File: src/sv/d2s3_pkg.sv
// shared types, widths and helper functions for the 3-D depth-to-space reorder block
// used by every module of the block; depends on nothing
package d2s3_pkg;

    localparam int IDX_W   = 38;  // destination index width
    localparam int VAL_W   = 32;  // element value width
    localparam int LIM_W   = 13;  // clamped loop limits, up to 4096
    localparam int OW_W    = 12;  // output row width, up to 2 * 2047
    localparam int RSTEP_W = 13;  // row step, up to 4 * 2047
    localparam int ROW_W   = 24;  // row offset inside one time slice
    localparam int COL_W   = 12;  // column term inside one output row
    localparam int ADDR_W  = 5;
    localparam int DATA_W  = 32;
    localparam int FIFO_DEPTH = 4;
    localparam int FIFO_AW    = 2;

    // register indexes
    localparam logic [2:0] REG_CHANNELS = 3'd0;
    localparam logic [2:0] REG_WIDTH    = 3'd1;
    localparam logic [2:0] REG_HEIGHT   = 3'd2;
    localparam logic [2:0] REG_FRAMES   = 3'd3;
    localparam logic [2:0] REG_TRATIO   = 3'd4;
    localparam logic [2:0] REG_SRATIO   = 3'd5;
    localparam logic [2:0] REG_DROP     = 3'd6;

    // geometry derived from the configuration registers
    typedef struct packed {
        logic [LIM_W-1:0]   nc;
        logic [LIM_W-1:0]   nw;
        logic [LIM_W-1:0]   nh;
        logic [LIM_W-1:0]   nf;
        logic               t2;        // temporal factor is two
        logic               s2;        // spatial factor is two
        logic               dropping;  // head removal active
        logic               two_slices;
        logic [OW_W-1:0]    ow;
        logic [RSTEP_W-1:0] rstep;
    } t_geom;

    // one kept element on its way from the front to the back
    typedef struct packed {
        logic [IDX_W-1:0] tbase;
        logic [ROW_W-1:0] row_off;
        logic [COL_W-1:0] col_term;
        logic [VAL_W-1:0] value;
        logic             last;
    } t_item;

    function automatic logic [LIM_W-1:0] f_clamp(input logic [15:0] v,
                                                 input logic [15:0] hi);
        logic [15:0] r;
        begin
            if (v == 16'd0) begin
                r = 16'd1;
            end else if (v > hi) begin
                r = hi;
            end else begin
                r = v;
            end
            return r[LIM_W-1:0];
        end
    endfunction

endpackage

File: src/sv/d2s3_cfg.sv
// configuration registers behind the apb-style port and the derived geometry
// depends on d2s3_pkg
module d2s3_cfg #(
    parameter int MAX_CHANNELS = 512,
    parameter int MAX_WIDTH    = 1024,
    parameter int MAX_HEIGHT   = 1024,
    parameter int MAX_FRAMES   = 64
) (
    input  logic                       i_clk,
    input  logic                       i_rst_n,
    input  logic                       psel,
    input  logic                       penable,
    input  logic                       pwrite,
    input  logic [d2s3_pkg::ADDR_W-1:0] paddr,
    input  logic [d2s3_pkg::DATA_W-1:0] pwdata,
    output logic [d2s3_pkg::DATA_W-1:0] prdata,
    output logic                       pready,
    output d2s3_pkg::t_geom            o_geom,
    output logic                       o_clear
);

    logic [9:0]  r_channel_count;
    logic [10:0] r_in_width;
    logic [10:0] r_in_height;
    logic [6:0]  r_in_frames;
    logic [1:0]  r_time_ratio;
    logic [1:0]  r_space_ratio;
    logic        r_drop_head;

    logic [2:0]  w_index;
    logic        w_write;
    logic        w_hit;

    assign pready  = 1'b1;
    assign w_index = paddr[4:2];
    assign w_write = psel && penable && pwrite;
    assign w_hit   = (w_index == d2s3_pkg::REG_CHANNELS) || (w_index == d2s3_pkg::REG_WIDTH)
                  || (w_index == d2s3_pkg::REG_HEIGHT) || (w_index == d2s3_pkg::REG_FRAMES)
                  || (w_index == d2s3_pkg::REG_TRATIO) || (w_index == d2s3_pkg::REG_SRATIO)
                  || (w_index == d2s3_pkg::REG_DROP);
    assign o_clear = w_write && w_hit;

    always_ff @(posedge i_clk) begin
        if (!i_rst_n) begin
            r_channel_count <= 10'd1;
            r_in_width      <= 11'd1;
            r_in_height     <= 11'd1;
            r_in_frames     <= 7'd1;
            r_time_ratio    <= 2'd1;
            r_space_ratio   <= 2'd1;
            r_drop_head     <= 1'b0;
        end else if (w_write) begin
            case (w_index)
                d2s3_pkg::REG_CHANNELS: r_channel_count <= pwdata[9:0];
                d2s3_pkg::REG_WIDTH:    r_in_width      <= pwdata[10:0];
                d2s3_pkg::REG_HEIGHT:   r_in_height     <= pwdata[10:0];
                d2s3_pkg::REG_FRAMES:   r_in_frames     <= pwdata[6:0];
                d2s3_pkg::REG_TRATIO:   r_time_ratio    <= pwdata[1:0];
                d2s3_pkg::REG_SRATIO:   r_space_ratio   <= pwdata[1:0];
                d2s3_pkg::REG_DROP:     r_drop_head     <= pwdata[0];
                default: ;
            endcase
        end
    end

    always_comb begin
        case (w_index)
            d2s3_pkg::REG_CHANNELS: prdata = {22'd0, r_channel_count};
            d2s3_pkg::REG_WIDTH:    prdata = {21'd0, r_in_width};
            d2s3_pkg::REG_HEIGHT:   prdata = {21'd0, r_in_height};
            d2s3_pkg::REG_FRAMES:   prdata = {25'd0, r_in_frames};
            d2s3_pkg::REG_TRATIO:   prdata = {30'd0, r_time_ratio};
            d2s3_pkg::REG_SRATIO:   prdata = {30'd0, r_space_ratio};
            d2s3_pkg::REG_DROP:     prdata = {31'd0, r_drop_head};
            default:                prdata = '0;
        endcase
    end

    logic [d2s3_pkg::LIM_W-1:0] w_nw;
    logic [d2s3_pkg::LIM_W-1:0] w_nf;
    logic                       w_t2;
    logic                       w_s2;

    assign w_nw = d2s3_pkg::f_clamp({5'd0, r_in_width}, 16'(MAX_WIDTH));
    assign w_nf = d2s3_pkg::f_clamp({9'd0, r_in_frames}, 16'(MAX_FRAMES));
    assign w_t2 = r_time_ratio >= 2'd2;
    assign w_s2 = r_space_ratio >= 2'd2;

    always_comb begin
        o_geom.nc = d2s3_pkg::f_clamp({6'd0, r_channel_count}, 16'(MAX_CHANNELS));
        o_geom.nw = w_nw;
        o_geom.nh = d2s3_pkg::f_clamp({5'd0, r_in_height}, 16'(MAX_HEIGHT));
        o_geom.nf = w_nf;
        o_geom.t2 = w_t2;
        o_geom.s2 = w_s2;
        // head removal needs at least two source time slices
        o_geom.dropping   = r_drop_head && (w_t2 || (w_nf != d2s3_pkg::LIM_W'(1)));
        o_geom.two_slices = (w_t2 && (w_nf == d2s3_pkg::LIM_W'(1)))
                         || (!w_t2 && (w_nf == d2s3_pkg::LIM_W'(2)));
        o_geom.ow    = w_s2 ? d2s3_pkg::OW_W'({w_nw, 1'b0}) : d2s3_pkg::OW_W'(w_nw);
        o_geom.rstep = w_s2 ? d2s3_pkg::RSTEP_W'({w_nw, 2'b00})
                            : d2s3_pkg::RSTEP_W'(w_nw);
    end

endmodule

File: src/sv/d2s3_front.sv
// front end: position counters, drop classification and partial address terms
// depends on d2s3_pkg
module d2s3_front #(
    parameter int MAX_CHANNELS = 512,
    parameter int MAX_WIDTH    = 1024,
    parameter int MAX_HEIGHT   = 1024,
    parameter int MAX_FRAMES   = 64
) (
    input  logic                        i_clk,
    input  logic                        i_rst_n,
    input  d2s3_pkg::t_geom             i_geom,
    input  logic                        i_clear,
    input  logic                        i_accept,
    input  logic [d2s3_pkg::VAL_W-1:0]  i_value,
    output logic                        o_keep,
    output d2s3_pkg::t_item             o_item
);

    localparam int CH_W  = (MAX_CHANNELS > 1) ? $clog2(MAX_CHANNELS) : 1;
    localparam int WD_W  = (MAX_WIDTH > 1)    ? $clog2(MAX_WIDTH)    : 1;
    localparam int HT_W  = (MAX_HEIGHT > 1)   ? $clog2(MAX_HEIGHT)   : 1;
    localparam int FR_W  = (MAX_FRAMES > 1)   ? $clog2(MAX_FRAMES)   : 1;
    localparam int LW    = d2s3_pkg::LIM_W;

    logic [CH_W-1:0]              r_chan, n_chan;
    logic [FR_W-1:0]              r_frame, n_frame;
    logic                         r_tph, n_tph;
    logic                         r_rph, n_rph;
    logic                         r_cph, n_cph;
    logic [HT_W-1:0]              r_row, n_row;
    logic [WD_W-1:0]              r_col, n_col;
    logic [d2s3_pkg::ROW_W-1:0]   r_row_off, n_row_off;
    logic [d2s3_pkg::IDX_W-1:0]   r_kept, n_kept;   // kept transactions so far in this tensor
    logic [d2s3_pkg::IDX_W-1:0]   r_tbase, n_tbase; // kept count at start of this time slice

    logic w_col_wrap, w_row_wrap, w_cph_wrap, w_rph_wrap, w_tph_wrap, w_frm_wrap, w_chn_wrap;
    logic c0, c1, c2, c3, c4, c5, c6;
    logic w_src_one, w_last_slice, w_last;

    always_comb begin
        w_col_wrap = LW'(r_col) + LW'(1) >= i_geom.nw;
        w_row_wrap = LW'(r_row) + LW'(1) >= i_geom.nh;
        w_cph_wrap = !i_geom.s2 || r_cph;
        w_rph_wrap = !i_geom.s2 || r_rph;
        w_tph_wrap = !i_geom.t2 || r_tph;
        w_frm_wrap = LW'(r_frame) + LW'(1) >= i_geom.nf;
        w_chn_wrap = LW'(r_chan) + LW'(1) >= i_geom.nc;

        c0 = w_col_wrap;
        c1 = c0 && w_row_wrap;
        c2 = c1 && w_cph_wrap;
        c3 = c2 && w_rph_wrap;   // end of a time slice
        c4 = c3 && w_tph_wrap;
        c5 = c4 && w_frm_wrap;
        c6 = c5 && w_chn_wrap;   // end of the tensor

        // source time one is the slice that head removal drops
        w_src_one = i_geom.t2 ? ((r_frame == '0) && r_tph)
                              : (LW'(r_frame) == LW'(1));
        o_keep    = !(i_geom.dropping && w_src_one);

        if (i_geom.dropping && i_geom.two_slices) begin
            w_last_slice = (r_frame == '0) && !r_tph;
        end else begin
            w_last_slice = (LW'(r_frame) == i_geom.nf - LW'(1)) && (r_tph == i_geom.t2);
        end
        w_last = (LW'(r_chan) == i_geom.nc - LW'(1)) && w_last_slice
              && (r_rph == i_geom.s2) && (r_cph == i_geom.s2)
              && (LW'(r_row) == i_geom.nh - LW'(1))
              && (LW'(r_col) == i_geom.nw - LW'(1));

        o_item.tbase    = r_tbase;
        o_item.row_off  = r_row_off;
        o_item.col_term = i_geom.s2 ? d2s3_pkg::COL_W'({r_col, r_cph})
                                    : d2s3_pkg::COL_W'(r_col);
        o_item.value    = i_value;
        o_item.last     = w_last;
    end

    always_comb begin
        n_col     = c0 ? '0 : r_col + WD_W'(1);
        n_row     = r_row;
        n_cph     = r_cph;
        n_rph     = r_rph;
        n_tph     = r_tph;
        n_frame   = r_frame;
        n_chan    = r_chan;
        n_row_off = r_row_off;
        n_kept    = r_kept + d2s3_pkg::IDX_W'(o_keep);
        n_tbase   = r_tbase;
        if (c0) begin
            n_row = w_row_wrap ? '0 : r_row + HT_W'(1);
        end
        if (c1) begin
            n_cph = w_cph_wrap ? 1'b0 : 1'b1;
        end
        if (c2) begin
            n_rph = w_rph_wrap ? 1'b0 : 1'b1;
        end
        if (c3) begin
            n_tph = w_tph_wrap ? 1'b0 : 1'b1;
        end
        if (c4) begin
            n_frame = w_frm_wrap ? '0 : r_frame + FR_W'(1);
        end
        if (c5) begin
            n_chan = w_chn_wrap ? '0 : r_chan + CH_W'(1);
        end
        // row offset tracks (row * s + row phase) * output width
        if (c0) begin
            if (!w_row_wrap) begin
                n_row_off = r_row_off + d2s3_pkg::ROW_W'(i_geom.rstep);
            end else begin
                n_row_off = n_rph ? d2s3_pkg::ROW_W'(i_geom.ow) : '0;
            end
        end
        if (c3) begin
            n_tbase = n_kept;
        end
        if (c6) begin
            n_kept  = '0;
            n_tbase = '0;
        end
    end

    always_ff @(posedge i_clk) begin
        if (!i_rst_n || i_clear) begin
            r_chan    <= '0;
            r_frame   <= '0;
            r_tph     <= 1'b0;
            r_rph     <= 1'b0;
            r_cph     <= 1'b0;
            r_row     <= '0;
            r_col     <= '0;
            r_row_off <= '0;
            r_kept    <= '0;
            r_tbase   <= '0;
        end else if (i_accept) begin
            r_chan    <= n_chan;
            r_frame   <= n_frame;
            r_tph     <= n_tph;
            r_rph     <= n_rph;
            r_cph     <= n_cph;
            r_row     <= n_row;
            r_col     <= n_col;
            r_row_off <= n_row_off;
            r_kept    <= n_kept;
            r_tbase   <= n_tbase;
        end
    end

endmodule

File: src/sv/d2s3_fifo.sv
// short queue that decouples the front end from the address back end
// depends on d2s3_pkg
module d2s3_fifo (
    input  logic            i_clk,
    input  logic            i_rst_n,
    input  logic            i_wr,
    input  d2s3_pkg::t_item i_item,
    input  logic            i_rd,
    output logic            o_full,
    output logic            o_valid,
    output d2s3_pkg::t_item o_item
);

    localparam int AW = d2s3_pkg::FIFO_AW;

    d2s3_pkg::t_item  r_mem [d2s3_pkg::FIFO_DEPTH];
    logic [AW-1:0]    r_wptr;
    logic [AW-1:0]    r_rptr;
    logic [AW:0]      r_count;

    logic w_do_wr, w_do_rd;

    assign o_full  = r_count == (AW+1)'(d2s3_pkg::FIFO_DEPTH);
    assign o_valid = r_count != '0;
    assign o_item  = r_mem[r_rptr];
    assign w_do_wr = i_wr && !o_full;
    assign w_do_rd = i_rd && o_valid;

    always_ff @(posedge i_clk) begin
        if (w_do_wr) begin
            r_mem[r_wptr] <= i_item;
        end
    end

    always_ff @(posedge i_clk) begin
        if (!i_rst_n) begin
            r_wptr  <= '0;
            r_rptr  <= '0;
            r_count <= '0;
        end else begin
            if (w_do_wr) begin
                r_wptr <= r_wptr + AW'(1);
            end
            if (w_do_rd) begin
                r_rptr <= r_rptr + AW'(1);
            end
            case ({w_do_wr, w_do_rd})
                2'b10:   r_count <= r_count + (AW+1)'(1);
                2'b01:   r_count <= r_count - (AW+1)'(1);
                default: ;
            endcase
        end
    end

endmodule

File: src/sv/d2s3_back.sv
// back end: final address sum and the result output register
// depends on d2s3_pkg
module d2s3_back (
    input  logic                        i_clk,
    input  logic                        i_rst_n,
    input  logic                        i_valid,
    input  d2s3_pkg::t_item             i_item,
    output logic                        o_take,
    output logic                        empty,
    input  logic                        pop,
    output logic [d2s3_pkg::IDX_W-1:0]  o_dest_index,
    output logic [d2s3_pkg::VAL_W-1:0]  o_out_value,
    output logic                        o_last_element
);

    logic r_valid;

    assign empty  = !r_valid;
    // refill the output register in the cycle it is emptied
    assign o_take = i_valid && (!r_valid || pop);

    always_ff @(posedge i_clk) begin
        if (!i_rst_n) begin
            r_valid <= 1'b0;
        end else if (o_take) begin
            r_valid <= 1'b1;
        end else if (pop) begin
            r_valid <= 1'b0;
        end
    end

    always_ff @(posedge i_clk) begin
        if (o_take) begin
            o_dest_index   <= i_item.tbase
                            + d2s3_pkg::IDX_W'(i_item.row_off)
                            + d2s3_pkg::IDX_W'(i_item.col_term);
            o_out_value    <= i_item.value;
            o_last_element <= i_item.last;
        end
    end

endmodule

File: src/sv/depth_to_space_3d_reorder_top.sv
// a kept element is written into the queue and then into the result output register,
// where it shows on the result ports and stays until it is popped
// one element per cycle while not full; the front counters advance once per accepted push
// dropped head elements advance the counters and give no result transaction
// reset (synchronous, active low) clears counters and queues and sets registers to defaults
// a register write also restarts all position counters at zero
module depth_to_space_3d_reorder_top #(
    parameter int MAX_CHANNELS = 512,
    parameter int MAX_WIDTH    = 1024,
    parameter int MAX_HEIGHT   = 1024,
    parameter int MAX_FRAMES   = 64
) (
    input  logic                        i_clk,
    input  logic                        i_rst_n,
    input  logic                        psel,
    input  logic                        penable,
    input  logic                        pwrite,
    input  logic [d2s3_pkg::ADDR_W-1:0] paddr,
    input  logic [d2s3_pkg::DATA_W-1:0] pwdata,
    output logic [d2s3_pkg::DATA_W-1:0] prdata,
    output logic                        pready,
    input  logic                        push,
    output logic                        full,
    input  logic [d2s3_pkg::VAL_W-1:0]  i_element_value,
    output logic                        empty,
    input  logic                        pop,
    output logic [d2s3_pkg::IDX_W-1:0]  o_dest_index,
    output logic [d2s3_pkg::VAL_W-1:0]  o_out_value,
    output logic                        o_last_element
);

    d2s3_pkg::t_geom w_geom;
    d2s3_pkg::t_item w_front_item;
    d2s3_pkg::t_item w_back_item;
    logic            w_clear;
    logic            w_accept;
    logic            w_keep;
    logic            w_fifo_valid;
    logic            w_take;

    assign w_accept = push && !full;

    d2s3_cfg #(
        .MAX_CHANNELS(MAX_CHANNELS),
        .MAX_WIDTH   (MAX_WIDTH),
        .MAX_HEIGHT  (MAX_HEIGHT),
        .MAX_FRAMES  (MAX_FRAMES)
    ) u_cfg (
        .i_clk  (i_clk),
        .i_rst_n(i_rst_n),
        .psel   (psel),
        .penable(penable),
        .pwrite (pwrite),
        .paddr  (paddr),
        .pwdata (pwdata),
        .prdata (prdata),
        .pready (pready),
        .o_geom (w_geom),
        .o_clear(w_clear)
    );

    d2s3_front #(
        .MAX_CHANNELS(MAX_CHANNELS),
        .MAX_WIDTH   (MAX_WIDTH),
        .MAX_HEIGHT  (MAX_HEIGHT),
        .MAX_FRAMES  (MAX_FRAMES)
    ) u_front (
        .i_clk   (i_clk),
        .i_rst_n (i_rst_n),
        .i_geom  (w_geom),
        .i_clear (w_clear),
        .i_accept(w_accept),
        .i_value (i_element_value),
        .o_keep  (w_keep),
        .o_item  (w_front_item)
    );

    d2s3_fifo u_fifo (
        .i_clk  (i_clk),
        .i_rst_n(i_rst_n),
        .i_wr   (w_accept && w_keep),
        .i_item (w_front_item),
        .i_rd   (w_take),
        .o_full (full),
        .o_valid(w_fifo_valid),
        .o_item (w_back_item)
    );

    d2s3_back u_back (
        .i_clk         (i_clk),
        .i_rst_n       (i_rst_n),
        .i_valid       (w_fifo_valid),
        .i_item        (w_back_item),
        .o_take        (w_take),
        .empty         (empty),
        .pop           (pop),
        .o_dest_index  (o_dest_index),
        .o_out_value   (o_out_value),
        .o_last_element(o_last_element)
    );

endmodule
File: config.mk
export PLATFORM = sky130hd
export DESIGN_NAME = depth_to_space_3d_reorder_top
export DESIGN_NICKNAME = d
export VERILOG_FILES = /design/src/sv/d2s3_pkg.sv /design/src/sv/d2s3_cfg.sv /design/src/sv/d2s3_front.sv /design/src/sv/d2s3_fifo.sv /design/src/sv/d2s3_back.sv /design/src/sv/depth_to_space_3d_reorder_top.sv
export SDC_FILE = /design/constraint.sdc
export NUM_CORES = 1
export LEC_CHECK = 0
export BUFFER_PORTS_ARGS = -buffer_cell sky130_fd_sc_hd__buf_2
export CAP_MARGIN = 20
export CORE_MARGIN = 2
export CORE_UTILIZATION = 56
export CTS_BUF_LIST = sky130_fd_sc_hd__clkbuf_16
export DETAILED_ROUTE_END_ITERATION = 7
export PLACE_DENSITY = 0.74
export SYNTH_ARGS = -nofsm -noshare
export SYNTH_HDL_FRONTEND = slang
export SYNTH_SLANG_ARGS = --single-unit
File: constraint.sdc
create_clock -name i_clk -period 9.45 [get_ports i_clk]
set_clock_uncertainty 0.15 [all_clocks]
set_input_delay 1.89 -clock i_clk [delete_from_list [all_inputs] [get_ports i_clk]]
set_output_delay 1.89 -clock i_clk [all_outputs]
set_load 0.03 [all_outputs]
# Word-level counts from Yosys, hierarchy flattened
# Memory sizes are Yosys's and may differ from the RTL's. A register that Yosys moved wholly into a read port is not among the register bits.
# Cells that the tools add are included.
word_totals:
  memories: 1
  output_inout_bits: 106
  reg_bits: 261
  ramBits: 424
  wordCells: 179
classes:
  eq_ne: 20
  addsub: 20
  n_lt_le_gt_ge: 10
  n_mux: 34
  n_reduce_logical: 70
memory_table:
  columns: ["memory", "depth", "word_bits", "rd", "rd_ports_with_merged_regs", "wr", "line", "source"]
  rows:
  - ["u_fifo.r_mem", 4, 106, 1, 1, 1, "d2s3_fifo.sv:16", "d2s3_pkg::t_item r_mem [d2s3_pkg::FIFO_DEPTH];"]
op_table:
  columns: ["cell", "count"]
  rows:
  - ["$mux 38", 3]
  - ["$pmux 11 s7", 1]
  - ["$mux 13", 5]
  - ["$ge 13x13->1", 4]
  - ["$sub 13x1->13 const B", 4]
  - ["$add 38x1->38", 1]
  - ["$add 38x12->38", 1]
  - ["$add 38x24->38", 1]
  - ["$mux 11", 3]
  - ["$mux 10", 3]
  - ["$logic_and 1x1->1", 27]
  - ["$eq 10x13->1", 2]
  - ["$reduce_and 2->1", 13]
  - ["$add 24x13->24", 1]
  - ["$mux 12", 2]
  - ["$mux 24", 1]
  - ["$add 10x1->11 const B", 2]
  - ["$gt 11x11->1 const B", 2]
  - ["$logic_not 11->1", 2]
  - ["$add 10x1->10 const B", 2]
  - ["$eq 13x1->1 const B", 1]
  - ["$eq 13x2->1 const B", 1]
  - ["$eq 6x13->1", 1]
  - ["$eq 9x13->1", 1]
  - ["32 further kinds", 70]

# Logic depth before layout (Yosys ltp)
# Gate-level depths: netlist (run 1).
logic_depth:
  depth_word: 13
  mapped_depth: 17

# Hierarchy
# Synthesis (run 1) repeated with hierarchy kept, for this count alone.
hier_totals:
  cells_unflattened: 2617
  area_unflattened_um2: 33372.0
by_module_without_submodules:
  columns: ["module", "area_per_inst_um2", "seq_area_each_um2", "cells_per_inst", "instances"]
  rows:
  - ["d2s3_fifo", 15904.0, 13032.5, 611, 1]
  - ["d2s3_front", 9997.1, 2762.6, 1273, 1]
  - ["d2s3_back", 4341.7, 2152.1, 357, 1]
  - ["d2s3_cfg", 3114.2, 880.8, 374, 1]
  - ["depth_to_space_3d_reorder_top", 15.0, 0.0, 2, 1]

# Least setup slack after synthesis (run 1)
# No wires, ideal clock.
synth_timing:
  path_type: "input port to flip-flop"
  startpoint: "in pop"
  endpoint: "reg u_fifo.r_count[2]"
  setup_time_ns: 0.076
  t_arrival_ns: 7.162
  cell_stages: 8
  slack_ns: 2.062
  n_path_buf: 0
  cell_sequence: "inv_1 -> a21oi_1 -> ha_1 -> inv_1 -> fa_1 -> xor2_1 -> or3_1 -> a21boi_0"
synth_between:
  elab_chain_cells: 5
  word_cells_on_any_way: 7
  cone_classes: "eq/ne: 2; mux: 1; reduce/logical: 4"
synth_lines:
  columns: ["element", "line", "source"]
  rows:
  - ["start: declaration", "depth_to_space_3d_reorder_top.sv:26", "input logic pop,"]
  - ["$logic_or 1x1->1 (*)", "d2s3_back.sv:20", "assign o_take = i_valid && (!r_valid || pop);"]
  - ["$logic_and 1x1->1 (*)", "d2s3_back.sv:20", null]
  - ["net u_back.o_take", "d2s3_back.sv:8", "output logic o_take,"]
  - ["$logic_and 1x1->1 (*)", "d2s3_fifo.sv:27", "assign w_do_rd = i_rd && o_valid;"]
  - ["$eq 2x1->1 or $eq 2x2->1 (tied branches)", "d2s3_fifo.sv:47", "case ({w_do_wr, w_do_rd})"]
  - ["$pmux 3 s2 or $reduce_bool 2->1 (tied branches)", null, null]
  - ["end signal: assignment", "d2s3_fifo.sv:48", "2'b10: r_count <= r_count + (AW+1)'(1);"]
  - ["end signal: assignment", "d2s3_fifo.sv:49", "2'b01: r_count <= r_count - (AW+1)'(1);"]
  - ["end: declaration", "d2s3_fifo.sv:19", "logic [AW:0] r_count;"]
# Mark *: on every way through the listed nets, which the timed path passes. The rest lies on a longest branch.
# A chain may end at the register's enable or synchronous reset.

==> impl_metrics.yaml, run 1 <==
run_status:
  run_status: "finished clean"
critical_path:
  crit_path_cell_trace: "buf_4, mux4_2, fa_1, ha_1, a211oi_1, nand2_1, a41oi_1, o31ai_1, o211ai_1, a21boi_0, xor2_1"
  cp_slowest_cell: "dfxtp_4"
  startpoint_type: "register"
  worstSetupPathType: "reg -> reg"
  required_ns: 9.65
  crit_fanout: 44
  cpPeakStageDelay_ns: 0.91
  crit_path_end_kind: "register"
  cp_num_buf_inv: 1
  worstPathArrival_ns: 5.85
  cp_top_family: "compound AO/OA/AOI/OAI gates"
yosys:
  synth_area_um2: 32380
  synth_edf_count: 495
  synth_area_per_cell_um2: 12.83
  synth_ff_type: "edfxtp_1"
  syn-instance-count: 2524
  ys_seq_area_share_pct: 57.78
  ys_ff_latch: 687
  synth_cell_types: 84
  ys.warnings.count: 0
  async_reset_ff_share_pct: 0
grt:
  antenna_found_initial: 0
  grt_pass1_wl_um: 116300
  grt_util_met2_pct: 43.29
  gr-usage-all-layers_pct: 24.67
  grt_pass1_vias: 20950
  top_usage_layer: "met2"
  gr-usage-met3_pct: 3.172
  gr-total-overflow: 0
  grtUsageMet1_pct: 32.40
  grt_max_degree: 78
clocking:
  numClockSinks: 687
  cts_setup_buffers: 0
  insertion_delay_ns: 0.61
  cts_inserted_buffers: 71
  tritoncts: "built"
  h-tree-depth: 3
  root_buffer: "clkbuf_16"
  postCtsHoldBufs: 0
  cts_buffer_depth: 3
  path_clk_slew_ns: 0.06
  cts_resized: 0
power_and_ir_drop:
  power_density_nw_per_um2: 272.6
  power_mw: 9.775
  p_leak_nw: 13.08
  max-vdd-ir-drop_v: 0.0001909
cells_and_area:
  area_delta_synth_final_pct: 10.73
  final_cell_mix: "edfxtp_1 (495), nand2_1 (215), dfxtp_1 (190)"
  final_common_cell: "edfxtp_1"
  nets: 2818
  drive_above_1_share_pct: 15.98
  layout.cells.non_filler: 3437
  antenna_cells: 0
  fillers: 4234
  multi_input_area_um2: 12840
  seqCellArea_um2: 18720
die:
  dieArea_um2: 59760
  ios: 182
  die_x_um: 244.5
  start_util_pct: 56.34
  fp-row-count: 88
  design.core.area_um2: 57480
  die_y_um: 244.5
placement:
  portBuffers: 136
  dp_hpwl_um: 46930
  gp_congestion: 0.9062
  dp_cells: 3307
  pre_cts_ws_ns: 3.666
routing:
  via_count: 20980
  routed_via_density: 6.103
  drt-total-wl_um: 73320
  first_pass_iters: 5
  drt_iter0_drc: 1739
  drc: 0
  wl_per_cell_um: 21.33
  ant_nets: 0
timing:
  drv_slew: 0
  fin_setup_tns_ns: 0
  tightest_slew_ns: 1.080
  fin_crit_ns: 5.648
  max-slew-margin-rel_pct: 28.00
  finalHoldViolCount: 0
  fin_crit_sh_pct: 59.77
  setup_violations: 0
  fmax_ghz: 0.1770
  fin_ws_ns: 3.802
  grt_setup_unrepaired: "false"
min_path:
  hp-class: "reg -> reg"
flow_run:
  maxCapViolCount: 0
==> sequential cells by signal, summed over array words and instances (netlist names), 3 cells and up, named ones only <==
| signal | count |
|---|---|
| u_fifo.r_count | 3 |
| u_cfg.r_in_width | 11 |
| u_cfg.r_channel_count | 10 |
| u_fifo.r_mem | 424 |
| u_back.o_out_value | 32 |
| u_back.o_dest_index | 38 |
| u_front.r_col | 10 |
| u_cfg.r_in_height | 11 |
| u_cfg.r_in_frames | 7 |
| u_front.r_tbase | 38 |
| u_front.r_row | 10 |
| u_front.r_frame | 6 |
| u_front.r_row_off | 24 |
| u_front.r_chan | 9 |
| u_front.r_kept | 38 |
==> final cells by class <==
class / count / share of cell area [%]
clock buffers: 73 / 5.095
repair buffers: 168 / 2.568
inverters: 51 / 0.5339
well taps: 765 / 2.670
multi-input cells: 1637 / 35.81
clock inverters: 56 / 1.127
flip-flops and latches: 687 / 52.20
==> report_power, final <==
group	total [mW]	switching, mW	internal, mW	leakage (nW)
Clock	2.68	1.16	1.52	1.15
Sequential	4.02	0.187	3.83	6.32
Combinational	3.08	1.92	1.16	5.62
Total	9.78	3.26	6.52	13.1
==> cell usage after synthesis, types with 49 or more instances <==
cell / n / share of area (%)
a21oi_1: 79 / 1.2
o21ai_0: 79 / 1.2
mux4_2: 111 / 7.7
clkbuf_1: 115 / 1.3
xnor2_1: 69 / 1.9
xor2_1: 92 / 2.5
ha_1: 112 / 4.3
dfxtp_1: 192 / 12
nor2_1: 129 / 1.5
and3_1: 69 / 1.3
nand2_1: 215 / 2.5
edfxtp_1: 495 / 46
nand3_1: 90 / 1.4
inv_1: 49 / 0.57
==> per-stage QoR <==
step                hold WS [ns]  utilization (%)  area [µm²]
floorplan                 0.2862                -       32450
global placement          0.2924            58.49       33610
detailed placement        0.3049            58.49       33610
CTS                       0.3131            62.37       35850
global route              0.3552            62.38       35850
finish                    0.3168            62.38       35850
==> routing by layer <==
layer,wire length (µm),share of wire (%)
met1,30780,42
met2,37140,51
met3,3836,5.2
met4,1560,2.1
met5,0,0
==> tightest hold or removal path, stage by stage (launching register included) <==
cell and delay [ns]:
dfxtp_1 0.32, nand2_1 0.05, a21oi_1 0.05
==> worst paths after layout <==
path,start,to,slack [ns],cells past startpoint
min,u_front.r_kept[0],u_front.r_kept[0],0.32,2
max,register,u_back.o_dest_index[26],3.80,11
min reg2reg,u_front.r_kept[0],u_front.r_kept[0],0.32,2
max reg2reg,register,u_back.o_dest_index[26],3.80,11
==> cells by family after synthesis <==
kind of cell / synth area share (%)
other: 0.02319
xor gates and xnor gates: 4.355
adders and majority gates: 5.193
buffers and inverters: 2.975
DFF: 57.78
AOI/OAI and AO/OA: 8.876
muxes: 9.177
and+or+nand+nor: 11.62
Power figures use the tool's default switching activity.
==> inputs of run 2 (changes only) <==
- clock period: 9.45 -> 5.4 ns (I/O delays scaled with it)
==> impl_metrics.yaml, run 2 (same netlist as run 1, synthesis figures left out) <==
run_status:
  run_status: "finished clean"
power_and_ir_drop:
  p_switching_mw: 5.832
  power_density_nw_per_um2: 479.3
  seqPwrFrac_pct: 40.0
  max-vdd-ir-drop_v: 0.0003193
  power_mw: 17.40
  combPwrFrac_pct: 32.1
  clockPowerShare_pct: 27.9
  p_leak_nw: 13.32
  p_int_mw: 11.57
  p_sw_share_pct: 33.52
timing:
  fin_crit_ns: 4.948
  grt_setup_unrepaired: "false"
  max-slew-margin-rel_pct: 30.04
  setup_violations: 0
  fin_crit_sh_pct: 91.64
  fin_ws_ns: 0.4516
  finalHoldViolCount: 0
  fmax_ghz: 0.2021
  tightest_slew_ns: 1.049
  drv_slew: 0
  fin_setup_tns_ns: 0
placement:
  portBuffers: 136
  dp_hpwl_um: 48800
  gp_congestion: 0.9486
  pre_cts_ws_ns: 0.4281
cells_and_area:
  final_common_cell: "edfxtp_1"
  largest_reg_flops: 424
  nets: 2843
  final_cell_mix: "edfxtp_1 (495), nand2_1 (215), dfxtp_1 (190)"
  drive_above_1_share_pct: 17.15
  final_util_pct: 63.16
  largest-register: "u_fifo.r_mem"
  antenna_cells: 0
  area_delta_synth_final_pct: 12.11
critical_path:
  required_ns: 5.62
  worstSetupPathType: "reg -> reg"
  cpPeakStageDelay_ns: 0.59
  cp_slowest_cell: "o31ai_1"
  crit_path_cell_trace: "buf_12, buf_4, buf_4, mux4_2, ha_1, ha_1, o21ai_0, nand2b_1, a41oi_1, o31ai_1, o211ai_1, a21boi_0, xor2_1"
  worstPathArrival_ns: 5.16
  crit_path_end_kind: "register"
  cp_top_family: "compound AO/OA/AOI/OAI gates"
  cp_num_buf_inv: 3
  crit_fanout: 36
  startpoint_type: "register"
routing:
  wl_per_cell_um: 21.17
  first_pass_iters: 7
  drt-total-wl_um: 73320
  drt_iter0_drc: 1660
  routed_via_density: 6.062
  via_count: 21000
  drc: 0
  ant_nets: 0
clocking:
  numClockSinks: 687
  postCtsHoldBufs: 0
  h-tree-depth: 3
  cts_setup_buffers: 0
  cts_inserted_buffers: 72
  path_clk_slew_ns: 0.06
  insertion_delay_ns: 0.62
  tritoncts: "built"
  root_buffer: "clkbuf_16"
  cts_resized: 0
  cts_buffer_depth: 3
grt:
  grt_pass1_wl_um: 116400
  gr-usage-all-layers_pct: 24.77
  grt_pass1_vias: 21060
  gr-total-overflow: 0
  grt_max_degree: 67
  antenna_found_initial: 0
min_path:
  hp-class: "reg -> reg"
die:
  fp-row-count: 88
  dieArea_um2: 59760
  design.core.area_um2: 57480
  die_y_um: 244.5
  die_x_um: 244.5
  ios: 182
  start_util_pct: 56.34
flow_run:
  maxCapViolCount: 0
run 2: final timing paths:
path                                        start                       to  slack (ns)  cells after the start
worst max-delay path                     register  u_back.o_dest_index[28]        0.45                     13
worst min-delay path            u_front.r_kept[1]        u_front.r_kept[1]        0.32                      2
worst max register to register           register  u_back.o_dest_index[28]        0.45                     13
worst min register to register  u_front.r_kept[1]        u_front.r_kept[1]        0.32                      2
run 2: metrics by stage:
stage	cells	hold WS (ns)	area (µm²)
after floorplan	2544	0.2862	32460
after global placement	3330	0.2957	33950
after detailed placement	3330	0.3134	33950
after CTS	3462	0.3213	36290
after global routing	3464	0.3484	36300
final	3464	0.3206	36300
run 2: tightest hold or removal path: stages, from the launching register on:
cell and delay, ns:
dfxtp_1 0.32, nand2_1 0.06, a21oi_1 0.05
run 2: layer usage:
layer | up-vias | track usage [%] | share of wire (%)
met5 | - | 0 | 0
met4 | 0 | 8.375 | 2.7
met1 | 10470 | 32.43 | 42
met2 | 653 | 42.71 | 50
li1 | 9775 | - | -
met3 | 107 | 3.336 | 5.4
run 2: final cells by class:
type                            count  area (µm²)
Clock buffer                       73        1827
Clock inverter                     59       515.5
Fill cell                        4271       21170
Inverter                           51       191.4
Multi-Input combinational cell   1637       12840
Sequential cell                   687       18720
Tap cell                          765       957.2
Timing Repair Buffer              192        1259
run 2: power by group through the flow:
stage	Clock, mW	Combinational, mW	Sequential (mW)
floorplan	0	3.42	7.61
global placement	0	5.41	7.02
detailed placement	0	5.55	7.07
CTS	4.95	5.62	6.97
global route	5.16	6.06	7.02
finish	4.86	5.58	6.96
